File: src/i2a_pkg.sv
`timescale 1ns / 1ps

package i2a_pkg;

	localparam int NCELL     = 16;
	localparam int DIGIT_W   = 4;
	localparam int VALUE_W   = 64;
	localparam int OP_W      = 3;
	localparam int CHAR_W    = 8;
	localparam int BIN_W     = 32;
	localparam int LEFT_W    = $clog2(NCELL + 1);
	localparam int CONV_W    = $clog2(BIN_W);

	localparam logic [OP_W-1:0] OP_SDEC = 3'd0;
	localparam logic [OP_W-1:0] OP_UDEC = 3'd1;
	localparam logic [OP_W-1:0] OP_HEXL = 3'd2;
	localparam logic [OP_W-1:0] OP_HEXU = 3'd3;
	localparam logic [OP_W-1:0] OP_PTR  = 3'd4;

	localparam logic [CHAR_W-1:0] CH_ZERO  = 8'h30;
	localparam logic [CHAR_W-1:0] CH_MINUS = 8'h2d;
	localparam logic [CHAR_W-1:0] CH_X     = 8'h78;
	localparam logic [CHAR_W-1:0] CH_LA    = 8'h61;
	localparam logic [CHAR_W-1:0] CH_UA    = 8'h41;

	typedef struct packed {
		logic [VALUE_W-1:0] value;
		logic [OP_W-1:0]    op;
	} i2a_in_t;

	typedef struct packed {
		logic [CHAR_W-1:0] char_out;
		logic              last;
	} i2a_out_t;

	typedef struct packed {
		logic load;
		logic dabble;
		logic nshift;
	} i2a_cell_ctrl_t;

	function automatic logic [CHAR_W-1:0] digit_char(input logic [DIGIT_W-1:0] d,
			input logic upper);
		logic [CHAR_W-1:0] base;
		base = upper ? CH_UA : CH_LA;
		if (d < 4'd10)
			return CH_ZERO + {4'd0, d};
		else
			return base + {4'd0, d} - 8'd10;
	endfunction

endpackage

File: src/i2a_cell.sv
`timescale 1ns / 1ps

module i2a_cell import i2a_pkg::*; (
	input  logic                clk,
	input  i2a_cell_ctrl_t      ctrl,
	input  logic [DIGIT_W-1:0]  load_digit,
	input  logic                bit_in,
	input  logic [DIGIT_W-1:0]  digit_in,
	output logic [DIGIT_W-1:0]  digit,
	output logic                bit_out
);

	logic [DIGIT_W-1:0] digit_q;
	logic [DIGIT_W-1:0] adj;

	// add-3 correction before the shift
	assign adj     = (digit_q >= 4'd5) ? digit_q + 4'd3 : digit_q;
	assign bit_out = adj[DIGIT_W-1];
	assign digit   = digit_q;

	always_ff @(posedge clk) begin
		if (ctrl.load)
			digit_q <= load_digit;
		else if (ctrl.dabble)
			digit_q <= {adj[DIGIT_W-2:0], bit_in};
		else if (ctrl.nshift)
			digit_q <= digit_in;
	end

endmodule

File: src/integer_to_ascii_formatter.sv
`timescale 1ns / 1ps

// Formats one integer as printf-style %d, %u, %x, %X or %p text, one ASCII
// character per output item, most significant first, last set on the final
// character; op codes 5 to 7 are taken and give no output. Digits live in a
// row of sixteen 4-bit cells. Decimal kinds run a binary-to-BCD conversion
// through the row, one input bit per cycle; hex kinds load the row in the
// accept cycle. Leading zeros then shift out at one cell per cycle (up to 15
// cells, so at least one digit stays), the sign or 0x prefix goes out at one
// character per cycle when the output is free, and each digit leaves the top
// cell at one per cycle when the output is free. One item is in work at a
// time; the next item is accepted once the last character is registered.
module integer_to_ascii_formatter import i2a_pkg::*; (
	input  logic     clk,
	input  logic     arst_n,
	input  logic     req_valid,
	output logic     req_ready,
	input  i2a_in_t  req,
	output logic     rsp_valid,
	input  logic     rsp_ready,
	output i2a_out_t rsp
);

	localparam logic [2:0] ST_IDLE = 3'd0;
	localparam logic [2:0] ST_CONV = 3'd1;
	localparam logic [2:0] ST_SKIP = 3'd2;
	localparam logic [2:0] ST_PRE  = 3'd3;
	localparam logic [2:0] ST_EMIT = 3'd4;

	logic [2:0]            state_q;
	logic [BIN_W-1:0]      bin_q;
	logic [CONV_W-1:0]     conv_q;
	logic [LEFT_W-1:0]     left_q;
	logic [1:0]            pre_q;
	logic                  ptr_q;
	logic                  upper_q;
	logic                  rsp_valid_q;
	i2a_out_t              rsp_q;

	logic                  accept;
	logic                  op_ok;
	logic                  is_dec;
	logic                  is_neg;
	logic [BIN_W-1:0]      low;
	logic [VALUE_W-1:0]    ld_vec;
	logic                  can_push;
	logic                  push;
	i2a_out_t              push_item;
	i2a_cell_ctrl_t        cell_ctrl;
	logic [DIGIT_W-1:0]    top_digit;

	logic [DIGIT_W-1:0]    digit_w [NCELL];
	logic                  bit_w   [NCELL];

	assign low    = req.value[BIN_W-1:0];
	assign op_ok  = (req.op == OP_SDEC) || (req.op == OP_UDEC) || (req.op == OP_HEXL) ||
	                (req.op == OP_HEXU) || (req.op == OP_PTR);
	assign is_dec = (req.op == OP_SDEC) || (req.op == OP_UDEC);
	assign is_neg = (req.op == OP_SDEC) && low[BIN_W-1];

	assign req_ready = (state_q == ST_IDLE);
	assign accept    = req_valid && req_ready;

	always_comb begin
		if (req.op == OP_PTR)
			ld_vec = req.value;
		else if (is_dec)
			ld_vec = '0;
		else
			ld_vec = {{(VALUE_W-BIN_W){1'b0}}, low};
	end

	assign can_push  = !rsp_valid_q || rsp_ready;
	assign top_digit = digit_w[NCELL-1];

	always_comb begin
		push      = 1'b0;
		push_item = '{char_out: CH_ZERO, last: 1'b0};
		if (state_q == ST_PRE) begin
			push = can_push;
			if (!ptr_q)
				push_item.char_out = CH_MINUS;
			else if (pre_q == 2'd2)
				push_item.char_out = CH_ZERO;
			else
				push_item.char_out = CH_X;
		end else if (state_q == ST_EMIT) begin
			push               = can_push;
			push_item.char_out = digit_char(top_digit, upper_q);
			push_item.last     = (left_q == LEFT_W'(1));
		end
	end

	always_comb begin
		cell_ctrl.load   = accept && op_ok;
		cell_ctrl.dabble = (state_q == ST_CONV);
		cell_ctrl.nshift = ((state_q == ST_SKIP) && (top_digit == '0) &&
		                    (left_q > LEFT_W'(1))) || ((state_q == ST_EMIT) && can_push);
	end

	for (genvar i = 0; i < NCELL; i++) begin : g_cell
		logic                bit_in;
		logic [DIGIT_W-1:0]  digit_in;
		if (i == 0) begin : g_first
			assign bit_in   = bin_q[BIN_W-1];
			assign digit_in = '0;
		end else begin : g_rest
			assign bit_in   = bit_w[i-1];
			assign digit_in = digit_w[i-1];
		end
		i2a_cell u_cell (
			.clk       (clk),
			.ctrl      (cell_ctrl),
			.load_digit(ld_vec[i*DIGIT_W +: DIGIT_W]),
			.bit_in    (bit_in),
			.digit_in  (digit_in),
			.digit     (digit_w[i]),
			.bit_out   (bit_w[i])
		);
	end

	always_ff @(posedge clk or negedge arst_n) begin
		if (!arst_n) begin
			state_q <= ST_IDLE;
			conv_q  <= '0;
			left_q  <= '0;
			pre_q   <= '0;
		end else begin
			unique case (state_q)
				ST_IDLE: begin
					if (accept && op_ok) begin
						left_q  <= LEFT_W'(NCELL);
						conv_q  <= CONV_W'(BIN_W - 1);
						pre_q   <= (req.op == OP_PTR) ? 2'd2 : (is_neg ? 2'd1 : 2'd0);
						state_q <= is_dec ? ST_CONV : ST_SKIP;
					end
				end
				ST_CONV: begin
					conv_q <= conv_q - CONV_W'(1);
					if (conv_q == '0)
						state_q <= ST_SKIP;
				end
				ST_SKIP: begin
					if ((top_digit == '0) && (left_q > LEFT_W'(1)))
						left_q <= left_q - LEFT_W'(1);
					else
						state_q <= (pre_q != 2'd0) ? ST_PRE : ST_EMIT;
				end
				ST_PRE: begin
					if (push) begin
						pre_q <= pre_q - 2'd1;
						if (pre_q == 2'd1)
							state_q <= ST_EMIT;
					end
				end
				ST_EMIT: begin
					if (push) begin
						left_q <= left_q - LEFT_W'(1);
						if (left_q == LEFT_W'(1))
							state_q <= ST_IDLE;
					end
				end
				default: state_q <= ST_IDLE;
			endcase
		end
	end

	always_ff @(posedge clk) begin
		if (accept && op_ok) begin
			bin_q   <= is_neg ? (BIN_W'(0) - low) : low;
			ptr_q   <= (req.op == OP_PTR);
			upper_q <= (req.op == OP_HEXU);
		end else if (state_q == ST_CONV) begin
			bin_q <= {bin_q[BIN_W-2:0], 1'b0};
		end
	end

	always_ff @(posedge clk or negedge arst_n) begin
		if (!arst_n)
			rsp_valid_q <= 1'b0;
		else if (push)
			rsp_valid_q <= 1'b1;
		else if (rsp_ready)
			rsp_valid_q <= 1'b0;
	end

	always_ff @(posedge clk) begin
		if (push)
			rsp_q <= push_item;
	end

	assign rsp_valid = rsp_valid_q;
	assign rsp       = rsp_q;

`ifndef SYNTHESIS
	a_emit_left: assert property (@(posedge clk) disable iff (!arst_n)
		(state_q == ST_EMIT) |-> (left_q != '0))
		else $error("emit with no digits left");

	a_dec_conv: assert property (@(posedge clk) disable iff (!arst_n)
		(accept && ((req.op == OP_SDEC) || (req.op == OP_UDEC))) |=> (state_q == ST_CONV))
		else $error("decimal item did not start conversion");

	a_last_idle: assert property (@(posedge clk) disable iff (!arst_n)
		(push && push_item.last) |=> (state_q == ST_IDLE))
		else $error("last character without return to idle");

	a_pre_nonlast: assert property (@(posedge clk) disable iff (!arst_n)
		(state_q == ST_PRE) |-> !push_item.last)
		else $error("prefix character marked last");
`endif

endmodule
File: config.mk
export PLATFORM = sky130hd
export DESIGN_NAME = integer_to_ascii_formatter
export DESIGN_NICKNAME = d
export VERILOG_FILES = /design/src/i2a_pkg.sv /design/src/i2a_cell.sv /design/src/integer_to_ascii_formatter.sv
export SDC_FILE = /design/constraint.sdc
export NUM_CORES = 1
export LEC_CHECK = 0
export ABC_CLOCK_PERIOD_IN_PS = 11600
export BUFFER_PORTS_ARGS = -buffer_cell sky130_fd_sc_hd__buf_2
export CAP_MARGIN = 20
export CORE_ASPECT_RATIO = 1.75
export CORE_MARGIN = 4
export CORE_UTILIZATION = 45
export CTS_BUF_LIST = sky130_fd_sc_hd__clkbuf_4 sky130_fd_sc_hd__clkbuf_8 sky130_fd_sc_hd__clkbuf_16
export DETAILED_ROUTE_END_ITERATION = 10
export GPL_TIMING_DRIVEN = 1
export PLACE_DENSITY = 0.68
export SYNTH_ARGS = -nofsm -noshare
export SYNTH_HDL_FRONTEND = slang
export SYNTH_SLANG_ARGS = --single-unit
export TNS_END_PERCENT = 10
File: constraint.sdc
create_clock -name clk -period 11.6 [get_ports clk]
set_input_delay 1.74 -clock clk [delete_from_list [all_inputs] [get_ports clk]]
set_output_delay 1.74 -clock clk [all_outputs]
set_load 0.01 [all_outputs]
==> impl_metrics.json, run 1 <==
{
  "cts-root-buf": "clkbuf_16",
  "wirelength_um": 19400,
  "ys_types": 63,
  "end_kind": "flop",
  "synth_top_area_cell": "edfxtp_1",
  "cts_tree": "yes",
  "drv_cap": 0,
  "ctsResizeCount": 0,
  "synthMuxAreaShare": 0.0263,
  "avgViaCountPerCell": 5.72,
  "num_vias": 6558,
  "synth_edf_count": 106,
  "setup_viol_count_final": 0,
  "overflow": 0,
  "grt_util_met3": 0.0349,
  "path_max_fanout": 68,
  "fin_crit_ps": 3800,
  "die_y_um": 185,
  "wl_per_cell_um": 16.9,
  "timing.final.hold_violations": 0,
  "p_per_area_nw_per_um2": 290,
  "dp_hpwl_um": 13500,
  "post-route-worst-setup-slack_ps": 7800,
  "antenna_found_initial": 0,
  "status": "finished clean",
  "drt_pre_antenna_iters": 5,
  "clock_sinks": 122,
  "crit_type": "in2reg",
  "globalplace.congestion": 0.853,
  "dp_slack_ps": 7380,
  "syn-num-nets": 953,
  "track_usage": 0.198,
  "diodes": 0,
  "synth_xor_xnor_area_share": 0.0489,
  "cts_setup_buffers": 0,
  "synth_top_family_by_area": "simple AND/OR/NAND/NOR gates",
  "total_power_mw": 2.69,
  "dominantRegCellSynth": "edfxtp_1",
  "synth_top_area_share": 0.395,
  "fin_tns_setup_ps": 0,
  "fmax_mhz": 263,
  "nets": 1014,
  "arrival_ps": 3940,
  "synth-adder-area-share": 0.0637,
  "core_um2": 17500,
  "critPathRequiredTime_ps": 11730,
  "hold_buffers": 0,
  "num_rows": 64,
  "clk_pin_slew_ps": 60,
  "min_path_type": "reg2reg",
  "grt_max_degree": 82,
  "synth-simple-area-share": 0.186,
  "synth_area_leaders": "edfxtp_1 (40%), ha_1 (6.4%), nand2_1 (5.0%), dfrtp_1 (5.0%), a21oi_1 (4.0%)",
  "drive_above_1_share": 0.149,
  "syn2layout_area_growth_pct": 15.3,
  "synth_seq_cells": 122,
  "grt-busiest-layer": "met2",
  "drv_slew": 0,
  "cts_buffers": 17,
  "synth-async-reset-ratio": 0.131,
  "io-pin-count": 82,
  "setup.worst_path.start_class": "primary input",
  "mostFrequentLayoutCells": "nand2_1 (107), edfxtp_1 (106), buf_2 (80)",
  "synthesis.instances": 841,
  "use_met2": 0.360,
  "initial_utilization": 0.459,
  "drtIter0Drc": 414,
  "grt_pass1_wl_um": 31500,
  "clkLatencyLatePin_ps": 420,
  "die_area_um2": 20200,
  "syn_area_per_cell_um2": 9.58,
  "ctsHtreeMaxLevel": 4,
  "syn-cell-area_um2": 8050,
  "met1_usage": 0.235,
  "nFillCells": 1589,
  "die_x_um": 109,
  "ys_warn_count": 0,
  "relSlewSlack": 0.360,
  "final_common_cell": "nand2_1",
  "ir_drop_uv": 134,
  "tightest_slew_ps": 960,
  "drc": 0,
  "ys_seq_area_frac": 0.445,
  "fin_crit_sh": 0.328,
  "grt_pass1_vias": 6448,
  "p_leak_nw": 3.54,
  "rsz0062_at_grt": "no",
  "finalClockSkew_ps": 10.3,
  "synth_compound_area_frac": 0.183,
  "io_buffers": 80,
  "cts_buffer_depth": 2,
  "drtAntennaViolNets": 0
}
==> metrics by stage <==
step	hold slack, ps	util	instance area (um2)	instances
floorplan	451	-	8050	841
global placement	490	0.491	8620	1113
detailed placement	498	0.491	8620	1113
CTS	505	0.528	9260	1145
global route	538	0.529	9290	1146
finish	502	0.529	9290	1146
==> state kept, by name, summed over array words and instances, names as in the netlist <==
name                 flops
g_cell.u_cell.digit     64
upper_q                  1
left_q                   5
state_q                  3
rsp_valid                1
rsp                      8
conv_q                   5
bin_q                   32
ptr_q                    1
pre_q                    2
==> worst max-delay path: stages <==
cell      delay, ps
buf_2           140
o21ai_1         100
nand4b_1        100
buf_4           580
buf_4           690
nand2_1         200
buf_4           310
==> final cells by class <==
| type | count | area, um2 | share of cell area |
|---|---|---|---|
| multi-input combinational | 627 | 4120 | 0.443 |
| sequential | 122 | 3580 | 0.386 |
| timing repair buffer | 89 | 488 | 0.0526 |
| clock buffer | 17 | 425 | 0.0458 |
| tap | 231 | 289 | 0.0311 |
| clock inverter | 15 | 214 | 0.0230 |
| inverter | 45 | 169 | 0.0182 |
==> metal layers <==
| metal | part of all wire | vias to the layer above |
|---|---|---|
| li1 | - | 3233 |
| met4 | 0.014 | 0 |
| met2 | 0.54 | 127 |
| met5 | 0 | - |
| met1 | 0.41 | 3177 |
| met3 | 0.036 | 21 |
==> cells by family (layout without fill, tap and decap cells) <==
kind of cell	count (synthesis)	count (layout)
and+or+nand+nor	284	284
adders and majority gates	41	41
AOI/OAI and AO/OA	235	235
buffers and inverters	92	166
other	1	1
xor gates and xnor gates	45	45
DFF	122	122
muxes	21	21
==> cells in the mapped netlist (2+ instances only) <==
library cell / n
a211oi_1: 2
a21o_1: 2
a21oi_1: 65
a22o_1: 2
a31oi_1: 11
a32oi_1: 31
and2_1: 5
and3_1: 5
buf_1: 4
buf_2: 4
buf_6: 3
clkbuf_1: 35
dfrtp_1: 16
edfxtp_1: 106
ha_1: 41
inv_1: 44
mux2i_1: 20
nand2_1: 107
nand2b_1: 20
nand3_1: 37
nand3b_1: 2
nand4_1: 2
nor2_1: 30
nor2b_1: 3
nor3_1: 12
nor3b_1: 34
nor4_1: 8
nor4_2: 2
nor4b_1: 2
o211ai_1: 29
o21a_1: 2
o21ai_0: 50
o21ai_1: 22
o22ai_1: 3
o31ai_1: 4
o41ai_1: 2
or3_1: 2
or4_1: 3
or4b_1: 2
xnor2_1: 35
xor2_1: 10
==> path summary, 6_finish.rpt <==
kind | start | cells past startpoint | slack, ps | to
max reg2reg | state_q[1]$_DFFE_PN0P_ | 6 | 8630 | bin_q[11]$_DFFE_PP_
max in group asynchronous | arst_n | 1 | 10070 | pre_q[1]$_DFFE_PN0P_
max | req[1] | 7 | 7800 | bin_q[11]$_DFFE_PP_
min | conv_q[0]$_DFFE_PN0P_ | 1 | 500 | conv_q[0]$_DFFE_PN0P_
min reg2reg | conv_q[0]$_DFFE_PN0P_ | 1 | 500 | conv_q[0]$_DFFE_PN0P_
min in group asynchronous | arst_n | 1 | 1250 | left_q[0]$_DFFE_PN0P_
==> power by group <==
group	switching (mW)	internal, mW	total, mW	leakage [nW]
sequential	0.192	0.835	1.03	1.21
combinational	0.641	0.445	1.09	2.03
clock	0.212	0.365	0.577	0.306
Note: power is estimated with default switching activity, not from simulation.
==> run 2: changes to the inputs <==
- ABC_AREA: unset -> 1
- ABC_CLOCK_PERIOD_IN_PS: 11600 -> 3450
- PLACE_DENSITY: 0.68 -> 0.7
- clock period: 11.6 -> 3.45 ns (I/O delays scaled with it)
==> run 2 against run 1 <==
Effect of this change: area after synthesis grew 3.3%; core utilization is essentially flat; final area grew 3.3%; cell count grew 16%; die area grew 3.1%; synthesized cell count grew 20%; flip-flop and latch count is the same; setup slack lost 6900 ps; clock-buffer cell count grew 7; critical path depth grew 2.
==> impl_metrics.json, run 2 <==
{
  "status": "finished clean",
  "timing.final.hold_violations": 0,
  "antenna_found_initial": 0,
  "top_layer_used": "met4",
  "drv_slew": 0,
  "setup_viol_count_final": 0,
  "ys_warn_count": 0,
  "globalplace.congestion": 0.896,
  "wl_per_cell_um": 16.0,
  "multi_input_comb_area_um2": 4040,
  "num_vias": 7387,
  "ctsResizeCount": 0,
  "drtAntennaViolNets": 0,
  "initial_utilization": 0.459,
  "crit_type": "reg2reg",
  "place_inst": 1300,
  "grt_pass1_vias": 7222,
  "die_x_um": 111,
  "cts_setup_buffers": 0,
  "clk_pin_slew_ps": 60,
  "synth-async-reset-ratio": 0.131,
  "ys_seq_area_frac": 0.431,
  "crit_start": "state_q[1]$_DFFE_PN0P_",
  "ys_types": 38,
  "avgViaCountPerCell": 5.55,
  "drv_cap": 0,
  "io-pin-count": 82,
  "synth_area_leaders": "edfxtp_1 (38%), nand2_1 (7.8%), nand3_1 (6.4%), ha_1 (6.2%), inv_1 (6.1%)",
  "syn-num-nets": 1122,
  "drive_above_1_share": 0.155,
  "dpl-instance-area_um2": 8950,
  "ctsHtreeMaxLevel": 4,
  "synth_top_area_share": 0.382,
  "clock_sinks": 122,
  "track_usage": 0.208,
  "grt_max_degree": 59,
  "finalClockSkew_ps": 10.4,
  "p_per_area_nw_per_um2": 913,
  "fin_tns_setup_ps": 0,
  "fmax_mhz": 386,
  "die_y_um": 188,
  "arrival_ps": 2730,
  "critPathRequiredTime_ps": 3590,
  "drc": 0,
  "fin_cells": 1332,
  "setup.worst_path.start_class": "flop",
  "synth_top_area_cell": "edfxtp_1",
  "final_util": 0.529,
  "syn-cell-area_um2": 8320,
  "overflow": 0,
  "diodes": 0,
  "total_power_mw": 8.76,
  "dp_hpwl_um": 15500,
  "tightest_slew_ps": 821,
  "cts-root-buf": "clkbuf_16",
  "wl_met1_um": 8430,
  "ir_drop_uv": 510,
  "synth.most_common_cell": "nand2_1",
  "nFillCells": 1692,
  "p_leak_nw": 4.17,
  "end_kind": "flop",
  "drtIter0Drc": 465,
  "cts_tree": "yes",
  "wl_met2_um": 11100,
  "met3WireLength_um": 1040,
  "num_rows": 65,
  "min_path_type": "in2async",
  "seqCellArea_um2": 3580,
  "die_area_um2": 20800,
  "syn2layout_area_growth_pct": 15.3,
  "fin_crit_sh": 0.752,
  "cts_buffer_depth": 2,
  "mostFrequentLayoutCells": "nand2_1 (173), inv_1 (135), edfxtp_1 (106)",
  "cts_buffers": 17,
  "synth_seq_cells": 122,
  "nets": 1197,
  "synthesis.instances": 1010,
  "wirelength_um": 21300,
  "core_um2": 18100,
  "grt_pass1_wl_um": 35200,
  "syn_area_per_cell_um2": 8.24,
  "hold_buffers": 0,
  "io_buffers": 80,
  "rsz0062_at_grt": "no",
  "synth_edf_count": 106,
  "drt_pre_antenna_iters": 5,
  "synth_common_cells": "nand2_1 (173), inv_1 (135), edfxtp_1 (106), nand3_1 (106), o21ai_0 (98)",
  "path_max_fanout": 58,
  "largest_reg_flops": 64,
  "relSlewSlack": 0.452,
  "final_common_cell": "nand2_1",
  "reg2reg_from": "state_q[1]$_DFFE_PN0P_",
  "clkLatencyLatePin_ps": 430,
  "fin_area_um2": 9590,
  "dominantRegCellSynth": "edfxtp_1",
  "fin_crit_ps": 2590
}
-- run 2: metrics by stage --
step           worst slack (ps)  hold WS (ps)
2_1_floorplan              51.8           222
3_3_place_gp                819           464
3_5_place_dp                783           475
4_1_cts                     879          26.7
5_1_grt                     679          34.6
6_report                    856          10.4
-- run 2: critical path, cell delays in order, from the launching register on --
cell     delay (ps)
dfrtp_1         430
inv_2           100
nand2_2          80
nor2_4          140
nand2_1         100
nor2_4          140
buf_4           530
inv_2           480
nand2_1         160
o21ai_0          90
-- run 2: power by group --
| group | internal, mW | switching (mW) | total (mW) |
|---|---|---|---|
| clock | 1.29 | 0.666 | 1.96 |
| sequential | 2.69 | 0.451 | 3.14 |
| combinational | 1.27 | 2.39 | 3.66 |
-- run 2: routing by layer --
| layer | vias to the layer above | global-route usage |
|---|---|---|
| li1 | 3630 | - |
| met4 | 0 | 0.0915 |
| met3 | 48 | 0.0404 |
| met2 | 227 | 0.370 |
| met5 | - | 0 |
| met1 | 3482 | 0.242 |
-- run 2: kinds of logic after synthesis --
| group | after synthesis | share of synthesized area |
|---|---|---|
| flip-flops | 122 | 0.431 |
| other | 1 | 0.000451 |
| buffers and inverters | 179 | 0.0872 |
| adder cells (fa/ha/maj) | 41 | 0.0616 |
| XOR/XNOR | 29 | 0.0305 |
| AO/OA/AOI/OAI | 239 | 0.181 |
| AND/OR/NAND/NOR | 399 | 0.209 |
-- run 2: final timing paths --
| check | to | slack [ps] | depth (start not counted) |
|---|---|---|---|
| min in group clk | g_cell[11].u_cell.digit[0]$_DFFE_PP_ | 400 | 3 |
| worst max-delay path | bin_q[23]$_DFFE_PP_ | 860 | 9 |
| worst max register to register | bin_q[23]$_DFFE_PP_ | 860 | 9 |
| max in group asynchronous | state_q[2]$_DFFE_PN0P_ | 3160 | 1 |
| worst min-delay path | left_q[3]$_DFFE_PN0P_ | 10 | 1 |
| worst min register to register | left_q[4]$_DFFE_PN0P_ | 500 | 2 |
-- run 2: final cells by class --
type,count,area share
Clock buffer,24,0.0518
Clock inverter,8,0.0150
Inverter,146,0.0573
Multi-Input combinational cell,709,0.421
Sequential cell,122,0.374
Tap cell,234,0.0305
Timing Repair Buffer,89,0.0514
==> run 3: changes to the inputs <==
- ABC_CLOCK_PERIOD_IN_PS: 3450 -> 2400
- PLACE_DENSITY: 0.7 -> 0.67
- clock period: 3.45 -> 2.4 ns (I/O delays scaled with it)
==> run 3 against run 2 <==
Effect of this change: cell count rose by 0.90%; via count fell by 0.61%; register-to-register slack got worse by 520 ps; flip-flop and latch count did not move; critical path depth did not move; combinational power rose by 48%; clock-buffer cell count fell by 2; setup slack got worse by 520 ps; total power rose by 43%; critical path type unchanged; critical endpoint is now g_cell[3].u_cell.digit[1]$_DFFE_PP_; largest power group unchanged.
==> impl_metrics.json, run 3 (synthesis gave the netlist of run 2 again) <==
{
  "drive_above_1_share": 0.162,
  "arrival_ps": 2310,
  "hold_start": "req[41]",
  "setup_viol_count_final": 0,
  "grt_max_degree": 56,
  "track_usage": 0.208,
  "multi_input_comb_area_um2": 4040,
  "antenna_found_initial": 1,
  "die_y_um": 188,
  "status": "finished clean",
  "io-pin-count": 82,
  "end_kind": "flop",
  "cpPeakStageDelay_ps": 440,
  "critPathRequiredTime_ps": 2640,
  "p_leak_nw": 4.24,
  "grt_pass1_wl_um": 35000,
  "clk_pin_slew_ps": 60,
  "relSlewSlack": 0.633,
  "rsz0062_at_grt": "no",
  "die_x_um": 111,
  "total_power_mw": 12.5,
  "crit_start": "state_q[1]$_DFFE_PN0P_",
  "finalClockSkew_ps": 7.71,
  "tightest_slew_ps": 547,
  "initial_utilization": 0.459,
  "reg2reg_from": "state_q[1]$_DFFE_PN0P_",
  "cts-root-buf": "clkbuf_16",
  "overflow": 0,
  "fin_crit_sh": 0.861,
  "clkLatencyLatePin_ps": 420,
  "ctsResizeCount": 0,
  "cts_tree": "yes",
  "num_vias": 7342,
  "timing.final.hold_violations": 0,
  "fin_tns_setup_ps": 0,
  "io_buffers": 80,
  "nets": 1209,
  "crit_top_cell": "nor2_4",
  "drtIter0Drc": 467,
  "num_rows": 65,
  "grt_pass1_vias": 7423,
  "avgViaCountPerCell": 5.46,
  "drv_cap": 0,
  "final_common_cell": "nand2_1",
  "ir_drop_uv": 685,
  "cpMaxStageDelayCell": "dfrtp_1",
  "wirelength_um": 21400,
  "nFillCells": 1682,
  "wl_per_cell_um": 15.9,
  "drv_slew": 0,
  "globalplace.congestion": 0.930,
  "largest_reg_flops": 64,
  "path_max_fanout": 31,
  "core_um2": 18100,
  "mostFrequentLayoutCells": "nand2_1 (173), inv_1 (135), edfxtp_1 (106)",
  "fin_crit_ps": 2070,
  "drtAntennaViolNets": 0,
  "cts_buffers": 17,
  "hold_slack_ps": 251,
  "ctsHtreeMaxLevel": 4,
  "p_per_area_nw_per_um2": 1290,
  "min_path_type": "in2reg",
  "die_area_um2": 20800,
  "syn2layout_area_growth_pct": 16.7,
  "drc": 0,
  "clock_sinks": 122,
  "setup.worst_path.start_class": "flop",
  "cts_setup_buffers": 0,
  "cts_buffer_depth": 2,
  "crit_type": "reg2reg",
  "dp_hpwl_um": 15900,
  "fmax_mhz": 484,
  "crit_chain": "inv_2 -> nand2_2 -> nor2_4 -> nand2_1 -> nor2_4 -> buf_4 -> o21ai_2 -> buf_12 -> o221ai_1",
  "drt_pre_antenna_iters": 5,
  "seqCellArea_um2": 3580
}
## run 3: path summary, 6_finish.rpt
check,depth (start not counted),endpoint,slack [ps]
max,9,g_cell[3].u_cell.digit[1]$_DFFE_PP_,330
min,3,g_cell[9].u_cell.digit[2]$_DFFE_PP_,250
max reg2reg,9,g_cell[3].u_cell.digit[1]$_DFFE_PP_,330
min reg2reg,2,left_q[4]$_DFFE_PN0P_,490
max in group asynchronous,2,left_q[4]$_DFFE_PN0P_,1730
min in group asynchronous,2,left_q[1]$_DFFE_PN0P_,390
## run 3: worst max-delay path, delay by kind of cell, from the launching register on
| kind | cells | cell delay, ps |
|---|---|---|
| DFF | 1 | 440 |
| AOI/OAI and AO/OA | 2 | 350 |
| and+or+nand+nor | 4 | 540 |
| buffers and inverters | 3 | 550 |
## run 3: final cells by class
class | instances | area share
Multi-Input combinational cell | 709 | 0.416
Sequential cell | 122 | 0.369
Timing Repair Buffer | 101 | 0.0668
Inverter | 146 | 0.0566
Clock buffer | 22 | 0.0490
Tap cell | 234 | 0.0302
Clock inverter | 9 | 0.0125
Antenna cell | 1 | 0.000258
## run 3: layer usage
layer,part of all wire,track usage,vias up
met5,0,0,-
li1,-,-,3664
met2,0.52,0.374,166
met3,0.041,0.0420,49
met1,0.40,0.233,3463
met4,0.034,0.0982,0
## run 3: power by group
group | switching, mW | internal (mW)
Sequential | 0.623 | 3.86
Combinational | 3.45 | 1.95
Clock | 0.922 | 1.70
Total | 4.99 | 7.51
## run 3: timing repair
action                                  CTS  global route
endpoints found under the setup margin    0             0
hold endpoints to repair                 16             0
hold buffers                              1             0
## run 3: per-stage QoR
step,std cells,area (um2),setup WS [ps],util
after detailed placement,1311,9100,312,0.502
final,1344,9710,335,0.535
after floorplan,1010,8330,339,-
after global placement,1311,9100,329,0.502
after CTS,1343,9710,307,0.535
after global routing,1344,9710,157,0.535
